**src/rtl/rms_pkg.sv**
```systemverilog
// Shared types, codes and helpers for the robot mode supervisor.
package rms_pkg;

    // Mode register, one-hot
    typedef enum logic [10:0] {
        MODE_DISC    = 11'b000_0000_0001,
        MODE_IDLE    = 11'b000_0000_0010,
        MODE_MOVING  = 11'b000_0000_0100,
        MODE_SPEED   = 11'b000_0000_1000,
        MODE_SERVO   = 11'b000_0001_0000,
        MODE_FREE    = 11'b000_0010_0000,
        MODE_FORCE   = 11'b000_0100_0000,
        MODE_IMPED   = 11'b000_1000_0000,
        MODE_PAUSED  = 11'b001_0000_0000,
        MODE_ERROR   = 11'b010_0000_0000,
        MODE_RESCUE  = 11'b100_0000_0000
    } t_mode;

    // External mode codes
    localparam logic [3:0] CODE_DISC   = 4'd0;
    localparam logic [3:0] CODE_IDLE   = 4'd1;
    localparam logic [3:0] CODE_MOVING = 4'd2;
    localparam logic [3:0] CODE_SPEED  = 4'd3;
    localparam logic [3:0] CODE_SERVO  = 4'd4;
    localparam logic [3:0] CODE_FREE   = 4'd5;
    localparam logic [3:0] CODE_FORCE  = 4'd6;
    localparam logic [3:0] CODE_IMPED  = 4'd7;
    localparam logic [3:0] CODE_PAUSED = 4'd8;
    localparam logic [3:0] CODE_ERROR  = 4'd9;
    localparam logic [3:0] CODE_RESCUE = 4'd10;
    localparam logic [3:0] CODE_LAST   = CODE_RESCUE;

    // Commands
    localparam logic [1:0] CMD_APPLY = 2'd0;
    localparam logic [1:0] CMD_FORCE = 2'd1;
    localparam logic [1:0] CMD_PROBE = 2'd2;

    // Events
    localparam logic [4:0] EV_CONN      = 5'd0;
    localparam logic [4:0] EV_DISC      = 5'd1;
    localparam logic [4:0] EV_MOVE      = 5'd2;
    localparam logic [4:0] EV_SPEED     = 5'd3;
    localparam logic [4:0] EV_SERVO     = 5'd4;
    localparam logic [4:0] EV_FREE_ON   = 5'd5;
    localparam logic [4:0] EV_FREE_OFF  = 5'd6;
    localparam logic [4:0] EV_FORCE_IN  = 5'd7;
    localparam logic [4:0] EV_FORCE_OUT = 5'd8;
    localparam logic [4:0] EV_IMP_IN    = 5'd9;
    localparam logic [4:0] EV_IMP_OUT   = 5'd10;
    localparam logic [4:0] EV_DONE      = 5'd11;
    localparam logic [4:0] EV_PAUSE     = 5'd12;
    localparam logic [4:0] EV_RESUME    = 5'd13;
    localparam logic [4:0] EV_STOP      = 5'd14;
    localparam logic [4:0] EV_ERROR     = 5'd15;
    localparam logic [4:0] EV_CLEAR     = 5'd16;
    localparam logic [4:0] EV_RESC_IN   = 5'd17;
    localparam logic [4:0] EV_RESC_OUT  = 5'd18;

    // Motion-conflict reasons
    localparam logic [1:0] CONF_NOT_CONN = 2'd0;
    localparam logic [1:0] CONF_FREE     = 2'd1;
    localparam logic [1:0] CONF_FATAL    = 2'd2;
    localparam logic [1:0] CONF_CALLING  = 2'd3;

    // Configuration register indexes
    localparam logic REG_INITIAL_STATE = 1'b0;

    // One result word
    typedef struct packed {
        logic [3:0] old_state;
        logic [3:0] new_state;
        logic       changed;
        logic       connected;
        logic       idle_ready;
        logic       moving;
        logic       in_error;
        logic [1:0] conflict_code;
    } t_result;

    // Map a code at most CODE_LAST to its one-hot mode
    function automatic t_mode code_to_mode(input logic [3:0] code);
        t_mode m;
        unique case (code)
            CODE_DISC:   m = MODE_DISC;
            CODE_IDLE:   m = MODE_IDLE;
            CODE_MOVING: m = MODE_MOVING;
            CODE_SPEED:  m = MODE_SPEED;
            CODE_SERVO:  m = MODE_SERVO;
            CODE_FREE:   m = MODE_FREE;
            CODE_FORCE:  m = MODE_FORCE;
            CODE_IMPED:  m = MODE_IMPED;
            CODE_PAUSED: m = MODE_PAUSED;
            CODE_ERROR:  m = MODE_ERROR;
            CODE_RESCUE: m = MODE_RESCUE;
            default:     m = MODE_DISC;
        endcase
        return m;
    endfunction

    // Map a one-hot mode to its code
    function automatic logic [3:0] mode_to_code(input t_mode m);
        logic [3:0] c;
        unique case (m)
            MODE_DISC:   c = CODE_DISC;
            MODE_IDLE:   c = CODE_IDLE;
            MODE_MOVING: c = CODE_MOVING;
            MODE_SPEED:  c = CODE_SPEED;
            MODE_SERVO:  c = CODE_SERVO;
            MODE_FREE:   c = CODE_FREE;
            MODE_FORCE:  c = CODE_FORCE;
            MODE_IMPED:  c = CODE_IMPED;
            MODE_PAUSED: c = CODE_PAUSED;
            MODE_ERROR:  c = CODE_ERROR;
            MODE_RESCUE: c = CODE_RESCUE;
            default:     c = CODE_DISC;
        endcase
        return c;
    endfunction

endpackage

```
**src/rtl/rms_next.sv**
```systemverilog
// Mode transition rules and result word formation for one command.
module rms_next (
    input  rms_pkg::t_mode   i_cur,
    input  logic [1:0]       i_cmd,
    input  logic [4:0]       i_event_code,
    input  logic [3:0]       i_force_value,
    output rms_pkg::t_mode   o_next,
    output rms_pkg::t_result o_result
);
    import rms_pkg::*;

    t_mode ev_target;
    t_mode target;
    t_mode after;

    // Resolve the event against the current mode
    always_comb begin
        ev_target = i_cur;
        if (i_event_code == EV_ERROR && i_cur != MODE_DISC) begin
            ev_target = MODE_ERROR;
        end else if (i_event_code == EV_DISC) begin
            ev_target = MODE_DISC;
        end else begin
            unique case (i_cur)
                MODE_DISC: begin
                    if (i_event_code == EV_CONN) ev_target = MODE_IDLE;
                end
                MODE_IDLE: begin
                    case (i_event_code)
                        EV_MOVE:     ev_target = MODE_MOVING;
                        EV_SPEED:    ev_target = MODE_SPEED;
                        EV_SERVO:    ev_target = MODE_SERVO;
                        EV_FREE_ON:  ev_target = MODE_FREE;
                        EV_FORCE_IN: ev_target = MODE_FORCE;
                        EV_IMP_IN:   ev_target = MODE_IMPED;
                        EV_RESC_IN:  ev_target = MODE_RESCUE;
                        default:     ev_target = i_cur;
                    endcase
                end
                MODE_MOVING: begin
                    if (i_event_code == EV_DONE || i_event_code == EV_STOP) begin
                        ev_target = MODE_IDLE;
                    end else if (i_event_code == EV_PAUSE) begin
                        ev_target = MODE_PAUSED;
                    end
                end
                MODE_PAUSED: begin
                    if (i_event_code == EV_RESUME) begin
                        ev_target = MODE_MOVING;
                    end else if (i_event_code == EV_STOP) begin
                        ev_target = MODE_IDLE;
                    end
                end
                MODE_SPEED, MODE_SERVO: begin
                    if (i_event_code == EV_STOP) ev_target = MODE_IDLE;
                end
                MODE_FREE: begin
                    if (i_event_code == EV_FREE_OFF) ev_target = MODE_IDLE;
                end
                MODE_FORCE: begin
                    if (i_event_code == EV_FORCE_OUT) ev_target = MODE_IDLE;
                end
                MODE_IMPED: begin
                    if (i_event_code == EV_IMP_OUT) ev_target = MODE_IDLE;
                end
                MODE_ERROR: begin
                    if (i_event_code == EV_CLEAR) ev_target = MODE_IDLE;
                end
                MODE_RESCUE: begin
                    if (i_event_code == EV_RESC_OUT) ev_target = MODE_IDLE;
                end
                default: ev_target = i_cur;
            endcase
        end
    end

    // Pick target and committed mode by command; unknown command probes
    always_comb begin
        case (i_cmd)
            CMD_APPLY: begin
                target = ev_target;
                after  = ev_target;
            end
            CMD_FORCE: begin
                target = (i_force_value <= CODE_LAST) ? code_to_mode(i_force_value) : i_cur;
                after  = target;
            end
            default: begin
                target = ev_target;
                after  = i_cur;
            end
        endcase
    end

    assign o_next = after;

    // Result word: states from current and target mode, flags from committed mode
    always_comb begin
        o_result.old_state  = mode_to_code(i_cur);
        o_result.new_state  = mode_to_code(target);
        o_result.changed    = (target != i_cur);
        o_result.connected  = (after != MODE_DISC);
        o_result.idle_ready = (after == MODE_IDLE);
        o_result.moving     = (after == MODE_MOVING) || (after == MODE_SPEED)
                              || (after == MODE_SERVO);
        o_result.in_error   = (after == MODE_ERROR);
        case (after)
            MODE_DISC:  o_result.conflict_code = CONF_NOT_CONN;
            MODE_FREE:  o_result.conflict_code = CONF_FREE;
            MODE_ERROR: o_result.conflict_code = CONF_FATAL;
            default:    o_result.conflict_code = CONF_CALLING;
        endcase
    end

endmodule

```
**src/rtl/robot_mode_supervisor_top.sv**
```systemverilog
// Robot mode supervisor top level: mode register, result register, APB port.
// Each result word is registered and appears the cycle after its command is taken.
// Throughput: one word per cycle while the result channel does not stall; the mode
// register feeds back through the combinational transition table, and the result
// register frees as it is taken. Reset (synchronous, active low) clears the mode to
// Disconnected, the initial_state register to 0 and the result register to empty.
module robot_mode_supervisor_top (
    input  logic        i_clk,
    input  logic        i_rst_n,
    // command channel
    input  logic        i_valid,
    output logic        o_stall,
    input  logic [1:0]  i_cmd,
    input  logic [4:0]  i_event_code,
    input  logic [3:0]  i_force_value,
    // result channel
    output logic        o_valid,
    input  logic        i_stall,
    output logic [3:0]  o_old_state,
    output logic [3:0]  o_new_state,
    output logic        o_changed,
    output logic        o_connected,
    output logic        o_idle_ready,
    output logic        o_moving,
    output logic        o_in_error,
    output logic [1:0]  o_conflict_code,
    // configuration
    input  logic        psel,
    input  logic        penable,
    input  logic        pwrite,
    input  logic [2:0]  paddr,
    input  logic [31:0] pwdata,
    output logic [31:0] prdata,
    output logic        pready
);
    import rms_pkg::*;

    t_mode   r_mode;
    t_mode   n_mode;
    logic [3:0] r_init;
    logic    r_out_valid;
    t_result r_out;
    t_result n_out;
    logic    in_acc;
    logic    cfg_wr;
    logic    reg_sel;

    // Transition logic
    rms_next u_next (
        .i_cur         (r_mode),
        .i_cmd         (i_cmd),
        .i_event_code  (i_event_code),
        .i_force_value (i_force_value),
        .o_next        (n_mode),
        .o_result      (n_out)
    );

    // Handshakes
    assign o_stall = r_out_valid & i_stall;
    assign in_acc  = i_valid & ~o_stall;
    assign pready  = 1'b1;
    assign reg_sel = (paddr[2] == REG_INITIAL_STATE);
    assign cfg_wr  = psel & penable & pwrite & pready;

    // Read back the register
    assign prdata = reg_sel ? {28'd0, r_init} : 32'd0;

    // Mode and initial_state registers
    always_ff @(posedge i_clk) begin
        if (!i_rst_n) begin
            r_mode <= MODE_DISC;
            r_init <= CODE_DISC;
        end else if (cfg_wr && reg_sel) begin
            r_init <= pwdata[3:0];
            if (pwdata[3:0] <= CODE_LAST) r_mode <= code_to_mode(pwdata[3:0]);
        end else if (in_acc) begin
            r_mode <= n_mode;
        end
    end

    // Result valid flag
    always_ff @(posedge i_clk) begin
        if (!i_rst_n) begin
            r_out_valid <= 1'b0;
        end else if (in_acc) begin
            r_out_valid <= 1'b1;
        end else if (!i_stall) begin
            r_out_valid <= 1'b0;
        end
    end

    // Result payload: load on accept, hold otherwise
    always_ff @(posedge i_clk) begin
        if (in_acc) begin
            r_out <= n_out;
        end
    end

    assign o_valid         = r_out_valid;
    assign o_old_state     = r_out.old_state;
    assign o_new_state     = r_out.new_state;
    assign o_changed       = r_out.changed;
    assign o_connected     = r_out.connected;
    assign o_idle_ready    = r_out.idle_ready;
    assign o_moving        = r_out.moving;
    assign o_in_error      = r_out.in_error;
    assign o_conflict_code = r_out.conflict_code;

    // Mode register stays one-hot
    a_mode_onehot: assert property (@(posedge i_clk) disable iff (!i_rst_n)
        $onehot(r_mode))
        else $error("mode register not one-hot");

    // Applied or forced word leaves the mode at its reported new state
    a_commit_match: assert property (@(posedge i_clk) disable iff (!i_rst_n)
        (in_acc && !cfg_wr && !i_cmd[1]) |=> (o_new_state == mode_to_code(r_mode)))
        else $error("committed mode differs from reported new state");

    // Probe leaves the mode untouched
    a_probe_keeps: assert property (@(posedge i_clk) disable iff (!i_rst_n)
        (in_acc && !cfg_wr && i_cmd[1]) |=> (r_mode == $past(r_mode)))
        else $error("probe changed the mode");

    // Changed flag agrees with the reported states
    a_changed_flag: assert property (@(posedge i_clk) disable iff (!i_rst_n)
        o_valid |-> (o_changed == (o_old_state != o_new_state)))
        else $error("changed flag inconsistent");

endmodule
```
**config.mk**
```make
export PLATFORM = sky130hd
export DESIGN_NAME = robot_mode_supervisor_top
export DESIGN_NICKNAME = d
export VERILOG_FILES = /design/src/rtl/rms_pkg.sv /design/src/rtl/rms_next.sv /design/src/rtl/robot_mode_supervisor_top.sv
export SDC_FILE = /design/constraint.sdc
export NUM_CORES = 1
export LEC_CHECK = 0
export BUFFER_PORTS_ARGS = -buffer_cell sky130_fd_sc_hd__buf_2
export CAP_MARGIN = 20
export CORE_MARGIN = 4
export CORE_UTILIZATION = 40
export DETAILED_ROUTE_END_ITERATION = 16
export GPL_TIMING_DRIVEN = 0
export SLEW_MARGIN = 20
export SYNTH_ARGS = -nofsm -noshare
export SYNTH_HDL_FRONTEND = slang
export SYNTH_SLANG_ARGS = --single-unit
```
**constraint.sdc**
```tcl
create_clock -name i_clk -period 7.5 [get_ports i_clk]
set_clock_uncertainty 0.15 [all_clocks]
set_input_delay 1.125 -clock i_clk [delete_from_list [all_inputs] [get_ports i_clk]]
set_output_delay 1.125 -clock i_clk [all_outputs]
set_load 0.1 [all_outputs]
```
Yosys cells after proc, flatten, opt, wreduce, memory -nomap -nowiden

Memory sizes are Yosys's and may differ from the RTL's.
Index checks and enable logic that the tools add are counted.

Order comparisons: 2
Add/sub/neg operators: 0
Shift-type cells: 0
Multiply operators: 0
Bitwise gates (word level): 6
Multiplexer cells: 26
Divide/modulo/power cells: 0
Reductions and logical operators: 10
Equality and inequality tests: 52

Operators with widths:

| operator               | count |
|---|---|
| $mux W11               | 17 |
| $pmux W11 S10          | 1 |
| $pmux W4 S10           | 2 |
| $pmux W11 S7           | 1 |
| $eq A5 B4 Y1 const B   | 8 |
| $eq A11 B10 Y1 const B | 3 |
| $eq A11 B2 Y1 const B  | 3 |
| $eq A11 B3 Y1 const B  | 3 |
| $eq A11 B4 Y1 const B  | 3 |
| $eq A11 B5 Y1 const B  | 3 |
| $eq A11 B6 Y1 const B  | 3 |
| $eq A11 B1 Y1 const B  | 2 |
| $eq A11 B11 Y1 const B | 2 |
| $eq A11 B7 Y1 const B  | 2 |
| $eq A11 B8 Y1 const B  | 2 |
| $eq A11 B9 Y1 const B  | 2 |
| $ne A11 B1 Y1 const B  | 2 |
| $pmux W11 S2           | 1 |
| $eq A5 B3 Y1 const B   | 4 |
| $eq A5 B5 Y1 const B   | 3 |
| $ne A11 B11 Y1         | 1 |
| $eq A5 B2 Y1 const B   | 2 |
| $le A4 B4 Y1 const B   | 2 |
| $pmux W2 S3            | 1 |
| 14 further kinds       | 23 |

Latch bits: 0
Memory bits (writable): 0
Register bits after elaboration: 31
Bits in read-only memories: 352
Output and inout port bits: 50
Input bits: 53
Memories: 2
Word-level logic and storage cells: 109

Memories:

| memory          | depth | width | read ports | clocked after Yosys merged registers in | wr ports | RTL line      | source |
|---|---|---|---|---|---|---|---|
| (no name shown) | 16    | 11    | 1          | 0                                       | 0        | rms_pkg.sv:83 | `unique case (code)` |
| (no name shown) | 16    | 11    | 1          | 0                                       | 0        | rms_pkg.sv:83 |  |

Depth between registers and ports, before layout

Gate-level depths: netlist of run 1.

Depth after elaboration: 10
Depth in mapped cells: 12
Mapped depth without buffers: 9

Modules after synthesis

A second synthesis of run 1 with hierarchy kept.

Cell total of the unflattened synthesis: 542
Area, all modules: 4005.1 um^2

Modules (own cells, without submodules):

| module                    | sequential area each (um^2) | area an instance (um^2) | cells each | instances |
|---|---|---|---|---|
| rms_next                  | 0.0                         | 2384.8                  | 385        | 1 |
| robot_mode_supervisor_top | 770.7                       | 1620.3                  | 157        | 1 |

Worst setup path before layout of run 1

OpenSTA, ideal clock, no wires.

Kind: input to register
Start: input port i_event_code[2]
End: register r_out, in the netlist o_conflict_code[1], data pin
Stages: 9
Setup slack: 3.268 ns
Data required time: 7.078 ns
Library setup time: 0.272 ns
Data arrival time: 3.810 ns
Buffers on the path: 0
Cell sequence: nor4b_1 a21oi_1 o2111ai_1 nand4b_2 nor3_4 o221ai_2 a2111oi_4 nand2_2 or4b_1

RTL lines:

| element              | RTL line                        | source |
|---|---|---|
| from (decl)          | robot_mode_supervisor_top.sv:14 | `input logic [4:0] i_event_code,` |
| to (signal assigned) | robot_mode_supervisor_top.sv:95 | `r_out <= n_out;` |
| to (decl)            | robot_mode_supervisor_top.sv:42 | `t_result r_out;` |

==> flow_summary_export.csv, run 1 <==
group,metric,value,unit
status,status,"finished clean",
critical_path,r2r_start,"r_mode[10]$_SDFFE_PN0P_",
timing,fin_crit,4.89,ns
clock_tree,cts_tree,"done",
clock_tree,post_cts_buffers,0,
global_routing,track_usage,0.222,
drt,wire_per_inst,17.7,um
floorplan,coreArea,9240,um2
synth,ys_ff_latch,31,
timing,worst_slew_pin_slew,0.994,ns
place,hpwl,9780,um
drt,drc,0,
timing,relSlewSlack,0.328,
drt,vias,4138,
critical_path,cp_num_buf_inv,1,
clock_tree,clock-sinks,31,
pwr,power_leakage,1.76,nW
critical_path,crit_family,"simple AND/OR/NAND/NOR gates",
critical_path,cp-end-kind,"flop",
synth,synth_top_cell_area_share,0.118,
synth,synth.most_common_cell,"nor2_1",
synth,mappedNetlistArea,3810,um2
drt,wirelength,12600,um
global_routing,grt_max_degree,15,
timing,finalSetupViolations,0,
drt,drt_iter0_markers,428,
min_path,min_path_type,"reg -> reg",
critical_path,rr_worst_depth,10,
timing,drv_slew,0,
floorplan,chipWidth,106,um
drt,ant_nets,0,
global_routing,grt_pass1_wl,20000,um
drt,vias_per_cell,5.80,
floorplan,ios,103,
cells_and_area,area_growth,15.0,%
place,port_buffers,41,
critical_path,cp.arrival,4.77,ns
timing,hold_violations,0,
cells_and_area,drive_above_1_share,0.212,
cells_and_area,fin_util,0.474,
flow_run,drv_cap,0,
synth,synth_edf_count,15,
timing,rsz0062_at_grt,"no",
place,place_ws,2.40,ns
timing,max_freq,205,MHz
synth,yosys.area.top_type,"edfxtp_1",
floorplan,design.die.area,11200,um2
synth,async_reset_ff_frac,0,
cells_and_area,nets,637,
global_routing,first_global_vias,3894,
global_routing,grt-ovfl-total,0,
min_path,hp-start,"r_init[1]$_SDFFE_PN0P_",
clock_tree,cts_buffers,5,
critical_path,reg2reg_to,"o_connected$_DFFE_PP_",
drt,dr.pass1.iters,5,
synth,synth_seq_area_share,0.202,
timing,fin_crit_sh,0.652,
synth,synth_common_cells,"nor2_1 (49), nand2_1 (38), a21oi_1 (32)",
clock_tree,clock_latency,0.29,ns
critical_path,cp.required,7.38,ns
critical_path,startpoint_type,"input port",
clock_tree,clockBufferDepth,2,
synth,syn_area_per_cell,7.50,um2
critical_path,r2r_slack,3.29,ns
pwr,ir_worst_vdd,0.0775,mV
critical_path,crit_path_cell_trace,"buf_2 > nor4b_1 > a21oi_1 > o2111ai_1 > nand4b_2 > nor3_4 > o21ai_0 > a221oi_2 > nand2_1 > or4_1",
synth,yosys.cell_types.count,80,
timing,worst_slack,2.61,ns
clock_tree,postCtsHoldBufs,0,
floorplan,rows,35,
clock_tree,root_buffer,"clkbuf_8",
synth,ys_warn_count,0,
critical_path,worst-setup-path-type,"in -> reg",
min_path,hold_path_end,"r_init[1]$_SDFFE_PN0P_",
clock_tree,ctsResizeCount,0,
synth,synth_area_leaders,"edfxtp_1 (12%), dfxtp_1 (8.4%), buf_4 (5.9%), nor2_1 (4.8%), a21oi_1 (4.2%)",
min_path,holdPathStages,2,
place,place_congestion,0.994,
cells_and_area,antennaDiodeCount,0,
synth,syn_inst,508,
clock_tree,cts.clk_slew.worst_paths,0.08,ns
pwr,power_density,172,nW/um2
floorplan,die_h,106,um
global_routing,grt_antenna_before_repair,0,
critical_path,max_stage_delay,0.85,ns
critical_path,worstPathMaxFanout,9,
floorplan,start_util,0.412,
synth,ys.flop_type,"dfxtp_1",
clock_tree,htree_levels,2,
timing,fin_tns_setup,0,ns
critical_path,slowest_stage,"nor4b_1",
layout make-up:
| cell class | count | area, um2 |
|---|---|---|
| buffer | 62 | 424 |
| clock buffer | 5 | 68.8 |
| clock inverter | 3 | 18.8 |
| fill | 978 | 4860 |
| inverter | 13 | 48.8 |
| multi-input combinational | 429 | 2670 |
| sequential | 31 | 771 |
| tap | 129 | 161 |
| timing repair buffer | 42 | 220 |
stage by stage:
| stage | area (um2) | total power, mW | hold slack, ns | instances |
|---|---|---|---|---|
| 2_1_floorplan | 3910 | 0.538 | 0.289 | 535 |
| 3_3_place_gp | 4280 | 0.610 | 0.304 | 705 |
| 3_5_place_dp | 4300 | 0.614 | 0.305 | 706 |
| 4_1_cts | 4380 | 0.752 | 0.318 | 714 |
| 5_1_grt | 4380 | 0.792 | 0.352 | 714 |
| 6_report | 4380 | 0.754 | 0.315 | 714 |
cells in the final DEF (no fill, tap or decap), types with 3 or more instances in the layout:
cell / Yosys / final
dfxtp_1: 16 / 16
o22ai_1: 5 / 5
buf_4: 30 / 30
and2_1: 6 / 6
nor4_1: 10 / 10
o211ai_1: 11 / 11
a21boi_0: 5 / 5
a31oi_1: 4 / 4
or3_1: 6 / 6
nor2_1: 49 / 49
nor2b_1: 16 / 15
edfxtp_1: 15 / 15
buf_1: 4 / 4
a21o_1: 5 / 5
o21ai_0: 20 / 20
o31ai_1: 7 / 7
a21oi_1: 32 / 32
o211a_1: 3 / 3
nand4_1: 11 / 11
nand2_1: 38 / 38
nand2b_1: 13 / 13
a221oi_1: 5 / 5
o21a_1: 3 / 3
buf_2: 3 / 44
clkbuf_1: 17 / 17
nor3_1: 30 / 30
nand4b_1: 5 / 5
a32oi_1: 6 / 6
or2_2: 4 / 4
nor4b_1: 5 / 5
nand3_1: 17 / 17
conb_1: 2 / 29
xnor2_1: 10 / 10
and3_1: 3 / 3
inv_1: 13 / 13
clkbuf_8: 6 / 11
xor2_1: 16 / 16
cell families after synthesis:
family,count (synthesis),synth area share
flops,31,0.202
mux,2,0.00525
xor+xnor,26,0.0597
buf+inv,75,0.124
simple gates,234,0.336
other cells,2,0.00197
compound gates,138,0.271
sequential cells by signal, summed over array words and instances, names as in the netlist, 2 cells and up:
signal / flops
r_init: 4
r_mode: 11
o_old_state: 4
o_conflict_code: 2
o_new_state: 4
worst max-delay path by stage:
| stage | startpoint | to | cells past startpoint | slack [ns] |
|---|---|---|---|---|
| floorplan | i_event_code[2] | o_conflict_code[1]$_DFFE_PP_ | 9 | 3.27 |
| global placement | i_event_code[3] | o_connected$_DFFE_PP_ | 10 | 2.39 |
| detailed placement | i_event_code[3] | o_conflict_code[0]$_DFFE_PP_ | 10 | 2.40 |
| CTS | i_event_code[3] | o_conflict_code[0]$_DFFE_PP_ | 10 | 2.72 |
| global route | i_event_code[3] | o_conflict_code[0]$_DFFE_PP_ | 10 | 2.36 |
| finish | i_event_code[3] | o_connected$_DFFE_PP_ | 10 | 2.61 |
power by group:
group | leakage, nW | switching [mW] | internal [mW] | total [mW]
clock | 0.0445 | 0.0723 | 0.0648 | 0.137
combinational | 1.44 | 0.301 | 0.117 | 0.418
sequential | 0.276 | 0.00643 | 0.193 | 0.199
total | 1.76 | 0.380 | 0.375 | 0.754
metal layers:
| layer | track usage | wire (um) | vias up |
|---|---|---|---|
| met5 | 0 | 0 | - |
| met1 | 0.297 | 5500 | 1922 |
| met4 | 0.0740 | 429 | 0 |
| met3 | 0.0355 | 992 | 41 |
| met2 | 0.363 | 5680 | 188 |
| li1 | - | - | 1987 |
worst min-delay path, stage by stage, from the launching register on:
cell and delay, ns:
dfxtp_1 0.31, nand2_1 0.04, a21boi_0 0.06
Note: power is estimated with default switching activity, not from simulation.
==> run 2, diff against run 1 <==
--- a/config.mk
+++ b/config.mk
@@ -5,6 +5,7 @@
 export SDC_FILE = /design/constraint.sdc
 export NUM_CORES = 1
 export LEC_CHECK = 0
+export ABC_AREA = 1
 export BUFFER_PORTS_ARGS = -buffer_cell sky130_fd_sc_hd__buf_2
 export CAP_MARGIN = 20
 export CORE_MARGIN = 4
==> constraint.sdc (replaced) <==
create_clock -name i_clk -period 5.1 [get_ports i_clk]
set_clock_uncertainty 0.15 [all_clocks]
set_input_delay 0.765 -clock i_clk [delete_from_list [all_inputs] [get_ports i_clk]]
set_output_delay 0.765 -clock i_clk [all_outputs]
set_load 0.1 [all_outputs]
==> run 2 against run 1 <==
  * Worst hold slack better by 0.014 ns
  * Power is 65% higher
  * Clock-buffer cell count is 2 higher
  * Utilization is 0.72 points lower
  * Flip-flop and latch count stayed put
  * Via count is 11% higher
  * Synthesized area is 5.4% higher
  * Cell count is 24% higher
  * Synthesized cell count is 33% higher
  * Wire length is 9.3% higher
  * Combinational power is 79% higher
  * Design area is 4.2% higher
==> flow_summary_export.csv, run 2 <==
group,metric,value,unit
clock_tree,htree_levels,2,
critical_path,worst-setup-path-type,"reg -> reg",
critical_path,slowest_stage,"dfxtp_1",
critical_path,worstPathMaxFanout,10,
clock_tree,clockBufferDepth,2,
place,place_ws,1.80,ns
synth,yosys.area.top_type,"nand2_1",
clock_tree,cts_tree,"done",
status,status,"finished clean",
global_routing,first_global_vias,4178,
timing,hold_violations,0,
synth,mappedNetlistArea,4020,um2
timing,worst_slew_pin_slew,0.912,ns
global_routing,grt_antenna_before_repair,0,
cells_and_area,top_register,"r_mode",
synth,ys.flop_type,"dfxtp_1",
timing,max_freq,324,MHz
clock_tree,cts.clk_slew.worst_paths,0.07,ns
timing,relSlewSlack,0.392,
critical_path,cp.required,5.00,ns
critical_path,crit_path_cell_trace,"inv_2 > nand2_1 > nor2_2 > nand2_2 > nand3_2 > nand2_1 > inv_2 > buf_4 > nand4_1 > nand2_1 > nor2_1 > nand2_2 > nor2_1 > nand2_2 > nand3_2 > nand2_1",
floorplan,chipWidth,108,um
pwr,ir_worst_vdd,0.119,mV
pwr,power_leakage,2.39,nW
drt,dr.pass1.iters,5,
drt,vias_per_cell,5.19,
cells_and_area,nets,803,
pwr,power_density,272,nW/um2
timing,drv_slew,0,
cells_and_area,ff_latch_area,771,um2
global_routing,grt_pass1_wl,21800,um
timing,fin_crit,3.08,ns
timing,fin_tns_setup,0,ns
drt,vias,4591,
place,port_buffers,40,
synth,synth.most_common_cell,"nand2_1",
floorplan,rows,36,
drt,wirelength,13800,um
synth,synth_area_leaders,"nand2_1 (16%), edfxtp_1 (11%), nor2_1 (8.5%), dfxtp_1 (8.0%), nand3_1 (7.9%)",
synth,syn_inst,676,
synth,synth_seq_area_share,0.192,
synth,synth_top_cell_area_share,0.156,
floorplan,ios,103,
synth,synth_common_cells,"nand2_1 (167), nor2_1 (91), inv_1 (66)",
synth,yosys.cell_types.count,39,
synth,ys_ff_latch,31,
clock_tree,cts_buffers,5,
cells_and_area,fillers,1077,
cells_and_area,multi_input_area,2670,um2
synth,synth_edf_count,15,
cells_and_area,largest_register_ffs,11,
critical_path,startpoint_type,"flop",
cells_and_area,layout_common_cells,"nand2_1 (167), nor2_1 (90), inv_1 (66), nand3_1 (63), buf_2 (48)",
critical_path,cp-end-kind,"flop",
flow_run,drv_cap,0,
critical_path,cpMostUsedCell,"nand2_1",
cells_and_area,area_growth,13.7,%
timing,finalSetupViolations,0,
clock_tree,postCtsHoldBufs,0,
drt,drt_iter0_markers,403,
global_routing,track_usage,0.239,
floorplan,die_h,108,um
clock_tree,post_cts_buffers,0,
min_path,min_path_type,"reg -> reg",
clock_tree,root_buffer,"clkbuf_8",
floorplan,start_util,0.411,
cells_and_area,antennaDiodeCount,0,
critical_path,cp.arrival,2.98,ns
global_routing,grt_max_degree,17,
timing,fin_crit_sh,0.604,
synth,syn_area_per_cell,5.94,um2
clock_tree,clock-sinks,31,
timing,rsz0062_at_grt,"no",
synth,ys_warn_count,0,
clock_tree,clock_latency,0.29,ns
timing,worst_slack,2.02,ns
drt,drc,0,
floorplan,coreArea,9770,um2
cells_and_area,final_common_cell,"nand2_1",
drt,wire_per_inst,15.6,um
cells_and_area,drive_above_1_share,0.229,
critical_path,max_stage_delay,0.64,ns
place,hpwl,11000,um
drt,ant_nets,0,
place,place_congestion,0.962,
floorplan,design.die.area,11700,um2
global_routing,grt-ovfl-total,0,
clock_tree,ctsResizeCount,0,
synth,async_reset_ff_frac,0,
-- run 2: metal layers --
layer / global-route usage / share of wire / vias up / wire length, um
met4: 0.0658 / 0.019 / 0 / 258
met2: 0.366 / 0.44 / 195 / 6040
met1: 0.353 / 0.48 / 2071 / 6560
li1: - / - / 2302 / -
met3: 0.0257 / 0.067 / 23 / 927
met5: 0 / 0 / - / 0
-- run 2: worst paths after layout --
path / from / end / slack (ns) / cells after the start
max: r_mode[3]$_SDFFE_PN0P_ / o_conflict_code[1]$_DFFE_PP_ / 2.02 / 16
min: r_init[2]$_SDFFE_PN0P_ / r_init[2]$_SDFFE_PN0P_ / 0.33 / 2
max reg2reg: r_mode[3]$_SDFFE_PN0P_ / o_conflict_code[1]$_DFFE_PP_ / 2.02 / 16
min reg2reg: r_init[2]$_SDFFE_PN0P_ / r_init[2]$_SDFFE_PN0P_ / 0.33 / 2
-- run 2: critical path: cells and delay by family (launching register included) --
kind	cells	cell delay [ns]
buffers and inverters	3	0.49
DFF	1	0.64
and+or+nand+nor	13	1.55
-- run 2: per-stage QoR --
step	util	instance area, um2	power [mW]	hold slack, ns	instances
floorplan	-	4120	0.895	0.295	703
global placement	0.459	4480	1.04	0.311	876
detailed placement	0.459	4490	1.04	0.316	876
CTS	0.467	4570	1.24	0.328	884
global route	0.467	4570	1.33	0.350	884
finish	0.467	4570	1.24	0.329	884
-- run 2: cells by family (layout without fill, tap and decap cells) --
kind of cell | Yosys count | in the layout | synth area share
AND/OR/NAND/NOR | 428 | 428 | 0.523
buffers and inverters | 138 | 186 | 0.169
other | 2 | 29 | 0.00187
AO/OA/AOI/OAI | 74 | 74 | 0.108
flip-flops | 31 | 31 | 0.192
XOR/XNOR | 3 | 3 | 0.00655
-- run 2: cell type report --
cell class              instances  share of cell area
plain buffers                  50              0.0762
well taps                     133              0.0364
repair buffers                 40              0.0438
clock buffers                   7              0.0167
clock inverters                 1             0.00110
flip-flops and latches         31               0.169
multi-input cells             534               0.585
inverters                      88              0.0723
-- run 2: where the power goes --
group | total (mW) | switching, mW | internal, mW | leakage [nW]
sequential | 0.299 | 0.0163 | 0.283 | 0.273
clock | 0.198 | 0.102 | 0.0959 | 0.0422
combinational | 0.748 | 0.559 | 0.189 | 2.08
total | 1.24 | 0.677 | 0.567 | 2.39
